**config.mk**
```make
export PLATFORM = sky130hd
export DESIGN_NAME = angle_guided_line_rasterizer
export DESIGN_NICKNAME = d
export VERILOG_FILES = /design/src/design/alr_pkg.sv /design/src/design/angle_guided_line_rasterizer.sv
export SDC_FILE = /design/constraint.sdc
export NUM_CORES = 2
export LEC_CHECK = 0
export ABC_AREA = 1
export CAP_MARGIN = 10
export CORE_UTILIZATION = 38
export CTS_BUF_LIST = sky130_fd_sc_hd__clkbuf_16
export DETAILED_ROUTE_END_ITERATION = 10
export DONT_BUFFER_PORTS = 1
export PLACE_DENSITY_LB_ADDON = 0.05
export REMOVE_ABC_BUFFERS = 1
export SETUP_SLACK_MARGIN = 0.02
export SKIP_LAST_GASP = 1
export SYNTH_ARGS = -nofsm -noshare
export SYNTH_HDL_FRONTEND = slang
export SYNTH_SLANG_ARGS = --single-unit
```
**constraint.sdc**
```tcl
create_clock -name clk -period 6.8 [get_ports clk]
set_input_delay 0.34 -clock clk [delete_from_list [all_inputs] [get_ports clk]]
set_output_delay 0.34 -clock clk [all_outputs]
set_load 0.01 [all_outputs]
```
**src/design/alr_pkg.sv**
```systemverilog
// ----------------------------------------------------------------------------
// alr_pkg: shared types and constants of the angle-guided line rasterizer
// Holds the transaction structs, the sequencer states, the CORDIC angle
// table and the direction table of the eight grid neighbours.
// ----------------------------------------------------------------------------
package alr_pkg;

    localparam int COORD_W      = 12;
    localparam int MAG_W        = COORD_W + 1;
    localparam int PRE_SHIFT    = 24;
    localparam int CW           = MAG_W + PRE_SHIFT + 3;
    localparam int CORDIC_STEPS = 20;
    localparam int STEP_W       = 5;
    localparam int ANG_SCALE    = 20;
    localparam int ZW           = 29;
    localparam int DEG_W        = 9;

    typedef logic signed [COORD_W-1:0] coord_t;
    typedef logic [2:0] octant_t;

    typedef enum logic {
        OP_START   = 1'b0,
        OP_ADVANCE = 1'b1
    } op_t;

    typedef struct packed {
        logic   operation;
        coord_t start_x;
        coord_t start_y;
        coord_t end_x;
        coord_t end_y;
    } req_t;

    typedef struct packed {
        coord_t point_x;
        coord_t point_y;
        logic   last;
    } rsp_t;

    typedef enum logic [1:0] {
        ST_IDLE,
        ST_CORDIC,
        ST_POST,
        ST_OUT
    } state_t;

    typedef enum logic [1:0] {
        MODE_REF,
        MODE_CAND0,
        MODE_CAND1
    } mode_t;

    function automatic logic signed [ZW-1:0] atan_entry(input logic [STEP_W-1:0] i);
        logic signed [ZW-1:0] v;
        unique case (i)
            5'd0:    v = ZW'(47185920);
            5'd1:    v = ZW'(27855475);
            5'd2:    v = ZW'(14718068);
            5'd3:    v = ZW'(7471121);
            5'd4:    v = ZW'(3750058);
            5'd5:    v = ZW'(1876857);
            5'd6:    v = ZW'(938658);
            5'd7:    v = ZW'(469357);
            5'd8:    v = ZW'(234682);
            5'd9:    v = ZW'(117342);
            5'd10:   v = ZW'(58671);
            5'd11:   v = ZW'(29335);
            5'd12:   v = ZW'(14668);
            5'd13:   v = ZW'(7334);
            5'd14:   v = ZW'(3667);
            5'd15:   v = ZW'(1833);
            5'd16:   v = ZW'(917);
            5'd17:   v = ZW'(458);
            5'd18:   v = ZW'(229);
            5'd19:   v = ZW'(115);
            default: v = '0;
        endcase
        return v;
    endfunction

    function automatic coord_t step_dx(input octant_t o);
        coord_t v;
        unique case (o)
            3'd0, 3'd1, 3'd7: v = coord_t'(1);
            3'd2, 3'd6:       v = '0;
            default:          v = '1;
        endcase
        return v;
    endfunction

    function automatic coord_t step_dy(input octant_t o);
        coord_t v;
        unique case (o)
            3'd1, 3'd2, 3'd3: v = coord_t'(1);
            3'd0, 3'd4:       v = '0;
            default:          v = '1;
        endcase
        return v;
    endfunction

endpackage

```
**src/design/angle_guided_line_rasterizer.sv**
```systemverilog
// ----------------------------------------------------------------------------
// angle_guided_line_rasterizer: grid line stepping guided by direction angles
// One request transaction gives exactly one response transaction.
// ----------------------------------------------------------------------------
// Usage: a request with operation start loads both endpoints and answers
// with the start point; each advance request answers with the next grid
// point, and the end point comes with last set. Advances after the end
// repeat the end point with last set.
// Both channels use valid and stall. The block raises req_stall from the
// cycle after a request is taken until its response has been taken.
// A start needs one CORDIC pass and an advance two passes through the
// shared CORDIC iteration unit, each followed by a post-processing step;
// trivial cases (finished line, end point reached) skip the CORDIC and
// answer directly.
// The response sits in an output register; while rsp_stall is high it
// holds, and no new request is taken.
// Reset clears the current and target points to the origin and marks the
// line as finished.
// ----------------------------------------------------------------------------
module angle_guided_line_rasterizer #(
    parameter int ANGLE_FRAC_BITS = 8
) (
    input  logic          clk,
    input  logic          rst_n,
    input  logic          req_valid,
    output logic          req_stall,
    input  alr_pkg::req_t req,
    output logic          rsp_valid,
    input  logic          rsp_stall,
    output alr_pkg::rsp_t rsp
);

    localparam int RW     = alr_pkg::DEG_W + ANGLE_FRAC_BITS;
    localparam int RSHIFT = alr_pkg::ANG_SCALE - ANGLE_FRAC_BITS;
    localparam int FW     = alr_pkg::ZW;

    alr_pkg::state_t state_reg, state_next;
    alr_pkg::mode_t  mode_reg, mode_next;
    alr_pkg::coord_t cur_x_reg, cur_x_next, cur_y_reg, cur_y_next;
    alr_pkg::coord_t tgt_x_reg, tgt_x_next, tgt_y_reg, tgt_y_next;
    alr_pkg::coord_t cb_x_reg, cb_x_next, cb_y_reg, cb_y_next;
    logic [RW-1:0]   ref_reg, ref_next;
    alr_pkg::octant_t oct_reg, oct_next;
    logic            fin_reg, fin_next;
    alr_pkg::rsp_t   out_reg, out_next;
    logic signed [alr_pkg::CW-1:0] x_reg, x_next, y_reg, y_next;
    logic signed [alr_pkg::ZW-1:0] z_reg, z_next;
    logic [alr_pkg::STEP_W-1:0]    cnt_reg, cnt_next;
    logic            nx_reg, nx_next, ny_reg, ny_next;
    logic [alr_pkg::DEG_W-1:0]     a0_reg, a0_next;

    alr_pkg::coord_t ca_x, ca_y, cbx, cby;
    logic            hit;
    logic            start_eq;
    logic            need_cordic;
    logic            ld;
    alr_pkg::coord_t ld_tx, ld_ty, ld_px, ld_py;
    logic signed [alr_pkg::MAG_W-1:0] dfx, dfy;
    logic [alr_pkg::MAG_W-1:0]        mgx, mgy;
    logic signed [alr_pkg::CW-1:0]    xs, ys;
    logic [FW-1:0]    t_clamp, full;
    logic [FW:0]      full_rnd;
    logic [RW-1:0]    ref_calc;
    alr_pkg::octant_t oct_calc;
    logic [alr_pkg::DEG_W-1:0] a_deg;
    logic signed [RW+1:0] e0, e1;
    logic [RW+1:0]        e0a, e1a;

    always_comb
    begin
        ca_x = cur_x_reg + alr_pkg::step_dx(oct_reg);
        ca_y = cur_y_reg + alr_pkg::step_dy(oct_reg);
        cbx  = cur_x_reg + alr_pkg::step_dx(oct_reg + 3'd1);
        cby  = cur_y_reg + alr_pkg::step_dy(oct_reg + 3'd1);
        hit  = (ca_x == tgt_x_reg && ca_y == tgt_y_reg)
            || (cbx == tgt_x_reg && cby == tgt_y_reg);
        start_eq = (req.start_x == req.end_x) && (req.start_y == req.end_y);
        if (req.operation == alr_pkg::OP_START)
        begin
            need_cordic = !start_eq;
        end
        else
        begin
            need_cordic = !fin_reg && !hit;
        end
    end

    always_comb
    begin
        t_clamp = z_reg[alr_pkg::ZW-1] ? '0
                : (z_reg > alr_pkg::ZW'(90 << alr_pkg::ANG_SCALE))
                  ? FW'(90 << alr_pkg::ANG_SCALE) : FW'(z_reg);
        priority if (!nx_reg && !ny_reg)
        begin
            full = t_clamp;
        end
        else if (nx_reg && !ny_reg)
        begin
            full = FW'(180 << alr_pkg::ANG_SCALE) - t_clamp;
        end
        else if (nx_reg)
        begin
            full = FW'(180 << alr_pkg::ANG_SCALE) + t_clamp;
        end
        else
        begin
            full = FW'(360 << alr_pkg::ANG_SCALE) - t_clamp;
        end
        full_rnd = {1'b0, full} + (FW+1)'(1 << (RSHIFT - 1));
        ref_calc = RW'(full_rnd >> RSHIFT);
        oct_calc = '0;
        for (int k = 1; k < 8; k++)
        begin
            if (ref_calc >= RW'((45 * k) << ANGLE_FRAC_BITS))
            begin
                oct_calc = alr_pkg::octant_t'(k);
            end
        end
        if (ref_calc >= RW'(360 << ANGLE_FRAC_BITS))
        begin
            oct_calc = '0;
        end
        a_deg = alr_pkg::DEG_W'(full >> alr_pkg::ANG_SCALE);
        e0  = $signed({2'b00, ref_reg}) - $signed({2'b00, a0_reg, {ANGLE_FRAC_BITS{1'b0}}});
        e1  = $signed({2'b00, ref_reg}) - $signed({2'b00, a_deg, {ANGLE_FRAC_BITS{1'b0}}});
        e0a = e0[RW+1] ? (RW+2)'(-e0) : (RW+2)'(e0);
        e1a = e1[RW+1] ? (RW+2)'(-e1) : (RW+2)'(e1);
    end

    always_comb
    begin
        state_next = state_reg;
        unique case (state_reg)
            alr_pkg::ST_IDLE:
            begin
                if (req_valid)
                begin
                    state_next = need_cordic ? alr_pkg::ST_CORDIC : alr_pkg::ST_OUT;
                end
            end
            alr_pkg::ST_CORDIC:
            begin
                if (cnt_reg == alr_pkg::STEP_W'(alr_pkg::CORDIC_STEPS - 1))
                begin
                    state_next = alr_pkg::ST_POST;
                end
            end
            alr_pkg::ST_POST:
            begin
                state_next = (mode_reg == alr_pkg::MODE_CAND0)
                           ? alr_pkg::ST_CORDIC : alr_pkg::ST_OUT;
            end
            alr_pkg::ST_OUT:
            begin
                if (!rsp_stall)
                begin
                    state_next = alr_pkg::ST_IDLE;
                end
            end
            default:
            begin
                state_next = alr_pkg::ST_IDLE;
            end
        endcase
    end

    always_comb
    begin
        req_stall = (state_reg != alr_pkg::ST_IDLE);
        rsp_valid = (state_reg == alr_pkg::ST_OUT);
        rsp       = out_reg;
    end

    always_comb
    begin
        cur_x_next = cur_x_reg;
        cur_y_next = cur_y_reg;
        tgt_x_next = tgt_x_reg;
        tgt_y_next = tgt_y_reg;
        cb_x_next  = cb_x_reg;
        cb_y_next  = cb_y_reg;
        ref_next   = ref_reg;
        oct_next   = oct_reg;
        fin_next   = fin_reg;
        out_next   = out_reg;
        mode_next  = mode_reg;
        a0_next    = a0_reg;
        x_next     = x_reg;
        y_next     = y_reg;
        z_next     = z_reg;
        cnt_next   = cnt_reg;
        nx_next    = nx_reg;
        ny_next    = ny_reg;
        ld         = 1'b0;
        ld_tx      = tgt_x_reg;
        ld_ty      = tgt_y_reg;
        ld_px      = cb_x_reg;
        ld_py      = cb_y_reg;
        xs         = x_reg >>> cnt_reg;
        ys         = y_reg >>> cnt_reg;
        unique case (state_reg)
            alr_pkg::ST_IDLE:
            begin
                if (req_valid)
                begin
                    if (req.operation == alr_pkg::OP_START)
                    begin
                        cur_x_next = req.start_x;
                        cur_y_next = req.start_y;
                        tgt_x_next = req.end_x;
                        tgt_y_next = req.end_y;
                        if (start_eq)
                        begin
                            ref_next = '0;
                            oct_next = '0;
                            fin_next = 1'b1;
                            out_next = '{req.start_x, req.start_y, 1'b1};
                        end
                        else
                        begin
                            ld        = 1'b1;
                            ld_tx     = req.end_x;
                            ld_ty     = req.end_y;
                            ld_px     = req.start_x;
                            ld_py     = req.start_y;
                            mode_next = alr_pkg::MODE_REF;
                        end
                    end
                    else if (fin_reg)
                    begin
                        out_next = '{tgt_x_reg, tgt_y_reg, 1'b1};
                    end
                    else if (hit)
                    begin
                        cur_x_next = tgt_x_reg;
                        cur_y_next = tgt_y_reg;
                        fin_next   = 1'b1;
                        out_next   = '{tgt_x_reg, tgt_y_reg, 1'b1};
                    end
                    else
                    begin
                        cur_x_next = ca_x;
                        cur_y_next = ca_y;
                        cb_x_next  = cbx;
                        cb_y_next  = cby;
                        ld         = 1'b1;
                        ld_px      = ca_x;
                        ld_py      = ca_y;
                        mode_next  = alr_pkg::MODE_CAND0;
                    end
                end
            end
            alr_pkg::ST_CORDIC:
            begin
                if (y_reg > 0)
                begin
                    x_next = x_reg + ys;
                    y_next = y_reg - xs;
                    z_next = z_reg + alr_pkg::atan_entry(cnt_reg);
                end
                else
                begin
                    x_next = x_reg - ys;
                    y_next = y_reg + xs;
                    z_next = z_reg - alr_pkg::atan_entry(cnt_reg);
                end
                cnt_next = cnt_reg + 1'b1;
            end
            alr_pkg::ST_POST:
            begin
                unique case (mode_reg)
                    alr_pkg::MODE_REF:
                    begin
                        ref_next = ref_calc;
                        oct_next = oct_calc;
                        fin_next = 1'b0;
                        out_next = '{cur_x_reg, cur_y_reg, 1'b0};
                    end
                    alr_pkg::MODE_CAND0:
                    begin
                        a0_next   = a_deg;
                        ld        = 1'b1;
                        mode_next = alr_pkg::MODE_CAND1;
                    end
                    default:
                    begin
                        if (e0a > e1a)
                        begin
                            cur_x_next = cb_x_reg;
                            cur_y_next = cb_y_reg;
                            out_next   = '{cb_x_reg, cb_y_reg, 1'b0};
                        end
                        else
                        begin
                            out_next = '{cur_x_reg, cur_y_reg, 1'b0};
                        end
                    end
                endcase
            end
            default:
            begin
            end
        endcase
        dfx = {ld_tx[alr_pkg::COORD_W-1], ld_tx} - {ld_px[alr_pkg::COORD_W-1], ld_px};
        dfy = {ld_ty[alr_pkg::COORD_W-1], ld_ty} - {ld_py[alr_pkg::COORD_W-1], ld_py};
        mgx = dfx[alr_pkg::MAG_W-1] ? alr_pkg::MAG_W'(-dfx) : alr_pkg::MAG_W'(dfx);
        mgy = dfy[alr_pkg::MAG_W-1] ? alr_pkg::MAG_W'(-dfy) : alr_pkg::MAG_W'(dfy);
        if (ld)
        begin
            x_next   = {3'b000, mgx, {alr_pkg::PRE_SHIFT{1'b0}}};
            y_next   = {3'b000, mgy, {alr_pkg::PRE_SHIFT{1'b0}}};
            z_next   = '0;
            cnt_next = '0;
            nx_next  = dfx[alr_pkg::MAG_W-1];
            ny_next  = dfy[alr_pkg::MAG_W-1];
        end
    end

    always_ff @(posedge clk or negedge rst_n)
    begin
        if (!rst_n)
        begin
            state_reg <= alr_pkg::ST_IDLE;
            cur_x_reg <= '0;
            cur_y_reg <= '0;
            tgt_x_reg <= '0;
            tgt_y_reg <= '0;
            ref_reg   <= '0;
            oct_reg   <= '0;
            fin_reg   <= 1'b1;
            mode_reg  <= alr_pkg::MODE_REF;
            cnt_reg   <= '0;
        end
        else
        begin
            state_reg <= state_next;
            cur_x_reg <= cur_x_next;
            cur_y_reg <= cur_y_next;
            tgt_x_reg <= tgt_x_next;
            tgt_y_reg <= tgt_y_next;
            ref_reg   <= ref_next;
            oct_reg   <= oct_next;
            fin_reg   <= fin_next;
            mode_reg  <= mode_next;
            cnt_reg   <= cnt_next;
        end
    end

    always_ff @(posedge clk)
    begin
        cb_x_reg <= cb_x_next;
        cb_y_reg <= cb_y_next;
        out_reg  <= out_next;
        a0_reg   <= a0_next;
        x_reg    <= x_next;
        y_reg    <= y_next;
        z_reg    <= z_next;
        nx_reg   <= nx_next;
        ny_reg   <= ny_next;
    end

endmodule

```
**Word-level counts from Yosys, hierarchy flattened**

Memory sizes are Yosys's and may differ from the RTL's.
Cells that the tools add are included.

- Add/subtract/negate cells: 24
- $lt $le $gt $ge: 11
- Equality and inequality tests: 38
- Shifts and indexed selects: 2
- Multiplexer cells: 114
- Bitwise operators: 3
- Reduce and logical (&&, ||, !) cells: 37

Operators with widths:

| kind | count |
|---|---|
| $mux 12 | 32 |
| $mux 29 | 8 |
| $mux 25 | 6 |
| $mux 37 | 4 |
| $pmux 12 s2 | 6 |
| $pmux 25 s2 | 2 |
| $add 40x40->40 | 2 |
| $mux 40 | 2 |
| $sshr 40x5->40 | 2 |
| $sub 40x40->40 | 2 |
| $eq 12x12->1 | 6 |
| $mux 17 | 4 |
| $mux 28 | 2 |
| $ge 17x16->1 const B | 3 |
| $ge 17x17->1 const B | 3 |
| $add 12x12->12 | 4 |
| $gt 40x1->1 const B | 1 |
| $mux 19 | 2 |
| $neg 18->19 | 2 |
| $sub 17x17->18 | 2 |
| $pmux 17 s2 | 1 |
| $mux 3 | 11 |
| $add 28x28->29 const A | 1 |
| $add 29x12->29 const B | 1 |
| 43 further kinds | 120 |

- Register bits after elaboration: 247
- Bits in read-only memories: 1664
- Word-level logic and storage cells: 254
- Memories kept: 2

Memories:

| memory | depth | width | rd ports | clocked after memory_dff | write ports | line | source |
|---|---|---|---|---|---|---|---|
| (name not given) | 32 | 26 | 1 | 0 | 0 | alr_pkg.sv:55 | `unique case (i)` |
| (name not given) | 32 | 26 | 1 | 0 | 0 | alr_pkg.sv:55 |  |

**Logic depth before layout (Yosys ltp)**

- Word-level depth: 19
- Depth in mapped cells: 54

**Worst setup path after synthesis**

Ideal clock, no wire load.

- Kind: flip-flop to flip-flop
- From: register oct_reg[1]
- To: register y_reg[35] (netlist bit), data pin
- Setup time: 0.264 ns
- Arrival time: 7.174 ns
- Data required time: 6.536 ns
- Setup slack: -0.638 ns
- Cell stages (with the launch flop): 39
- Buffers on the path: 1
- Period minus slack after synthesis: 7.438 ns
- Cell sequence: dfrtp_1 -> nand2_1 -> inv_1 -> ha_1 -> o21ai_0 -> ha_1 -> a21oi_1 -> nand2_1 -> a21oi_2 -> o21ai_1 -> a21oi_1 -> nor2_1 -> nor2_1 -> xor2_1 -> xor2_1 -> nor4_1 -> nand3_2 -> nand2_2 -> [... 3 more ...] -> buf_2 -> nor2_1 -> a21oi_1 -> ha_1 -> fa_1 -> o21ai_0 -> a21oi_1 -> o21bai_1 -> a21oi_1 -> o21ai_0 -> a21oi_1 -> o21bai_1 -> nand2_1 -> a22oi_1 -> clkinv_1 -> o31ai_1 -> xnor2_1 -> o21ai_0

- Elaborated cells between the ends (all ways): 52

RTL lines:

| what | line | source |
|---|---|---|
| start: declaration | angle_guided_line_rasterizer.sv:43 | `alr_pkg::octant_t oct_reg, oct_next;` |
| start signal: assignment | angle_guided_line_rasterizer.sv:342 | `oct_reg <= oct_next;` |
| $add 3x1->3 * | angle_guided_line_rasterizer.sv:73 | `cbx = cur_x_reg + alr_pkg::step_dx(oct_reg + 3'd1);` |
| $eq 3x1->1, or another cell as far along | alr_pkg.sv:83 | `unique case (o)` |
| $reduce_or 3->1 / $reduce_or 2->1 (equally long branches) | alr_pkg.sv:83 |  |
| $pmux 12 s2 * | alr_pkg.sv:83 |  |
| $add 12x12->12 * | angle_guided_line_rasterizer.sv:73 |  |
| net cbx[11] | angle_guided_line_rasterizer.sv:52 | `alr_pkg::coord_t ca_x, ca_y, cbx, cby;` |
| $eq 12x12->1 * | angle_guided_line_rasterizer.sv:76 | `\|\| (cbx == tgt_x_reg && cby == tgt_y_reg);` |
| $logic_and 1x1->1 * | angle_guided_line_rasterizer.sv:76 |  |
| [... 3 more ...] | -- |  |
| $mux 12 * | angle_guided_line_rasterizer.sv:206 | `if (req.operation == alr_pkg::OP_START)` |
| $mux 12 * | angle_guided_line_rasterizer.sv:204 | `if (req_valid)` |
| $mux 12 * | angle_guided_line_rasterizer.sv:201 | `unique case (state_reg)` |
| $sub 12x12->13 * | angle_guided_line_rasterizer.sv:305 | `dfy = {ld_ty[alr_pkg::COORD_W-1], ld_ty} - {ld_py[alr_pkg::COORD_W-1], ld_py};` |
| net dfy (one bit) | angle_guided_line_rasterizer.sv:58 | `logic signed [alr_pkg::MAG_W-1:0] dfx, dfy;` |
| $mux 13 * | angle_guided_line_rasterizer.sv:307 | `mgy = dfy[alr_pkg::MAG_W-1] ? alr_pkg::MAG_W'(-dfy) : alr_pkg::MAG_W'(dfy);` |
| $mux 37 * | angle_guided_line_rasterizer.sv:308 | `if (ld)` |
| net y_next (one bit) | angle_guided_line_rasterizer.sv:46 | `logic signed [alr_pkg::CW-1:0] x_reg, x_next, y_reg, y_next;` |
| end signal: assignment | angle_guided_line_rasterizer.sv:356 | `y_reg <= y_next;` |
| end: declaration | angle_guided_line_rasterizer.sv:46 |  |

The timed path passes the listed nets; every way through them passes the cells marked *.
A chain may end at the register's enable or synchronous reset.

**Final worst setup path**

- From: register oct_reg[2]
- To: register x_reg[35] (netlist bit), data pin

- Word-level cells in the longest chain between the ends: 17
- Elaborated cells between the ends (all ways): 52

Ends and longest elaborated chain:

| what | line | source |
|---|---|---|
| $add 3x1->3 | angle_guided_line_rasterizer.sv:73, angle_guided_line_rasterizer.sv:74 |  |
| $eq 3x1->1, or another cell as far along | alr_pkg.sv:83, alr_pkg.sv:93 |  |
| $reduce_or 3->1, or another cell as far along | alr_pkg.sv:83 |  |
| $pmux 12 s2 (on tied branches) | alr_pkg.sv:83, alr_pkg.sv:93 |  |
| $add 12x12->12 (on tied branches) | angle_guided_line_rasterizer.sv:73, angle_guided_line_rasterizer.sv:74 |  |
| $eq 12x12->1 | angle_guided_line_rasterizer.sv:76 |  |
| $logic_and 1x1->1 | angle_guided_line_rasterizer.sv:76 |  |
| $logic_or 1x1->1 | angle_guided_line_rasterizer.sv:76 |  |
| [... 2 more ...] | -- |  |
| $mux 12 | angle_guided_line_rasterizer.sv:206 |  |
| $mux 12 | angle_guided_line_rasterizer.sv:204 |  |
| $mux 12 | angle_guided_line_rasterizer.sv:201 |  |
| $sub 12x12->13 | angle_guided_line_rasterizer.sv:304 | `dfx = {ld_tx[alr_pkg::COORD_W-1], ld_tx} - {ld_px[alr_pkg::COORD_W-1], ld_px};` |
| $neg 13->13 | angle_guided_line_rasterizer.sv:306 | `mgx = dfx[alr_pkg::MAG_W-1] ? alr_pkg::MAG_W'(-dfx) : alr_pkg::MAG_W'(dfx);` |
| $mux 13 | angle_guided_line_rasterizer.sv:306 |  |
| $mux 37 * | angle_guided_line_rasterizer.sv:308 |  |
| net x_next (one bit) | angle_guided_line_rasterizer.sv:46 |  |
| end signal: assignment | angle_guided_line_rasterizer.sv:355 | `x_reg <= x_next;` |
| end: declaration | angle_guided_line_rasterizer.sv:46 |  |

Marks and branches as above.

==> results.py <==
metrics = {
    "status": {
        "status": "finished, final reports clean",
    },
    "die": {
        "die_y_um": 289,
        "io_pins": 80,
        "start_util": 0.387,
        "dieWidth_um": 289,
        "dieArea_sq_um": 83600,
        "rows": 104,
        "core-area_sq_um": 81100,
    },
    "setup_path": {
        "critPathTopFamily": "simple AND/OR/NAND/NOR gates",
        "arrival_ps": 6840,
        "path_class": "reg2reg",
        "worstPathRequired_ps": 7100,
        "end_kind": "register",
        "path_buf_inv": 12,
        "slowest_stage": "dfrtp_1",
        "path_max_fanout": 8,
        "cp-start-kind": "register",
        "max_stage_delay_ps": 370,
        "worst_path_most_repeated_cell": "inv_1",
    },
    "synthesis": {
        "synth_warnings": 0,
        "synthCells": 5107,
        "yosysUniqueCellTypes": 75,
        "yosysMostFrequentCell": "nand2_1",
        "yosys.area.top_type_share": 0.161,
        "ys_seq_area_frac": 0.198,
        "synth_seq_cells": 247,
        "synthTopCellsByArea": "nand2_1 16%, ha_1 9.0%, o21ai_0 8.7%",
        "synthTopCellsByCount": "1347 x nand2_1, 694 x inv_1, 542 x o21ai_0",
        "ys.flop_type": "edfxtp_1",
        "avgSynthCellArea_sq_um": 6.14,
        "synth_area_leader_cell": "nand2_1",
        "synth_area_sq_um": 31300,
        "synth_edf_count": 86,
        "async_reset_ff_frac": 0.316,
    },
    "drt": {
        "drc": 0,
        "wl_met2_um": 52400,
        "num_vias": 33512,
        "routed.top_layer": "met4",
        "wl_met3_um": 6620,
        "ant_nets": 0,
        "drt_iter0_drc": 2428,
        "routedLengthMet1_um": 54900,
        "wl_um": 117000,
        "viasPerCell": 5.31,
        "drtPass1Iterations": 6,
        "detail_route.wl_per_cell_um": 18.6,
    },
    "global_route": {
        "grt_pass1_wl_um": 180000,
        "gr-total-overflow": 0,
        "grt_max_degree": 104,
        "antenna_found_initial": 1,
        "grt_usage": 0.274,
        "first_global_vias": 31327,
    },
    "timing": {
        "setup_viol": 0,
        "relSlewSlack": 0.221,
        "rsz0062_at_grt": "true",
        "finalWorstSetupSlack_ps": 264,
        "min_period_ps": 6540,
        "max_freq_mhz": 153,
        "tightest_slew_ps": 1160,
        "fin_crit_sh": 0.961,
        "slew_violations": 0,
        "tns_ps": 0,
        "finalClockSkew_ps": 38.2,
        "finalHoldViolations": 0,
    },
    "cts": {
        "cts_root_buf": "clkbuf_16",
        "clk_latency_ps": 590,
        "cts_tree": "yes",
        "numCtsBuffers": 37,
        "ctsLongestPathBuffers": 3,
        "clock_sinks": 247,
        "clkTransAtPathRegs_ps": 60,
        "h-tree-depth": 2,
    },
    "place": {
        "port_buffers": 0,
        "dp_slack_ps": -122,
        "hpwl_um": 90200,
        "place_congestion": 0.932,
    },
    "final_layout": {
        "antennaDiodeCount": 0,
        "drive_gt1_frac": 0.0964,
        "nets": 5507,
        "area_growth_pct": 14.6,
    },
    "worst_hold_path": {
        "hold_class": "in2reg",
    },
    "run": {
        "cap_violations": 0,
    },
}
==> final timing paths <==
kind                            startpoint       endpoint  slack, ps  cells after the start
max in group asynchronous            rst_n  cur_y_reg[10]       5950                      2
worst min register to register     fin_reg        fin_reg        510                      2
worst min-delay path               req[48]   cur_x_reg[8]         50                      6
worst max-delay path            oct_reg[2]      x_reg[35]        260                     47
min in group asynchronous            rst_n     cnt_reg[2]        320                      2
worst max register to register  oct_reg[2]      x_reg[35]        260                     47
==> cell usage in the layout, fill, tap and decap left out, types with 12 or more instances in the layout <==
cell	count
edfxtp_1	86
o211ai_1	43
nand2_2	19
ha_4	12
nand2_1	1335
nand3b_1	13
o21a_1	14
o21bai_1	27
a21oi_2	27
a31oi_1	28
xnor2_1	65
nand4_1	39
ha_1	211
clkbuf_16	39
dfxtp_1	80
dlygate4sd3_1	27
nor4_1	20
or2_2	40
o22ai_1	26
o21ai_1	77
nor2_2	21
nor3_1	56
clkinv_1	15
nor2_1	412
inv_1	695
inv_2	17
dfrtp_1	73
nand3_1	215
o21ai_0	515
a21oi_1	317
mux2i_1	36
o221ai_1	31
buf_4	202
xor2_1	209
==> tightest hold or removal path, stage by stage <==
cell and delay [ps]:
nand2_1 40, nand2_1 50, nand2_1 40, nand2_1 50
nand2_1 40, nand2_1 40
==> cell type report <==
type	instances	area, sq um
fillers	8881	45100
multi-input cells	3963	22300
flip-flops and latches	247	6210
inverters	712	2700
repair buffers	256	2240
well taps	1060	1330
clock buffers	37	926
clock inverters	31	208
repair inverters	1	7.51
==> cell families (layout without fill, tap and decap cells) <==
kind of cell | after synthesis | count (layout) | synth area share
flip-flops | 247 | 247 | 0.198
multiplexers | 36 | 36 | 0.0115
XOR/XNOR | 282 | 282 | 0.0788
other | 2 | 2 | 0.000240
buffers and inverters | 897 | 1037 | 0.113
adder cells (fa/ha/maj) | 236 | 236 | 0.0968
AND/OR/NAND/NOR | 2216 | 2216 | 0.291
AO/OA/AOI/OAI | 1191 | 1191 | 0.211
==> per-stage QoR <==
stage,cell area (sq um),hold slack [ps],utilization,instances
floorplan,30500,44.4,-,4922
global placement,33400,55.3,0.412,6169
detailed placement,33400,54.8,0.412,6169
CTS,34800,25.3,0.430,6267
global route,35900,48.1,0.443,6307
finish,35900,50.5,0.443,6307
==> routing by layer <==
| layer | track usage | vias to the layer above |
|---|---|---|
| met2 | 0.442 | 895 |
| met1 | 0.383 | 15424 |
| met3 | 0.0331 | 172 |
| li1 | - | 17021 |
| met4 | 0.0757 | 0 |
| met5 | 0 | - |
==> what timing repair did <==
action,CTS,global route
gates cloned,0,3
buffers inserted,2,37
setup endpoints to repair,24,80
pin swaps,1,92
gates resized for setup,7,190
endpoints found under the hold margin,113,0
hold buffers,28,0
Power is left out: the tool's default activity adds up to more than one toggle a clock period on the data nets, which glitch-free logic cannot reach.
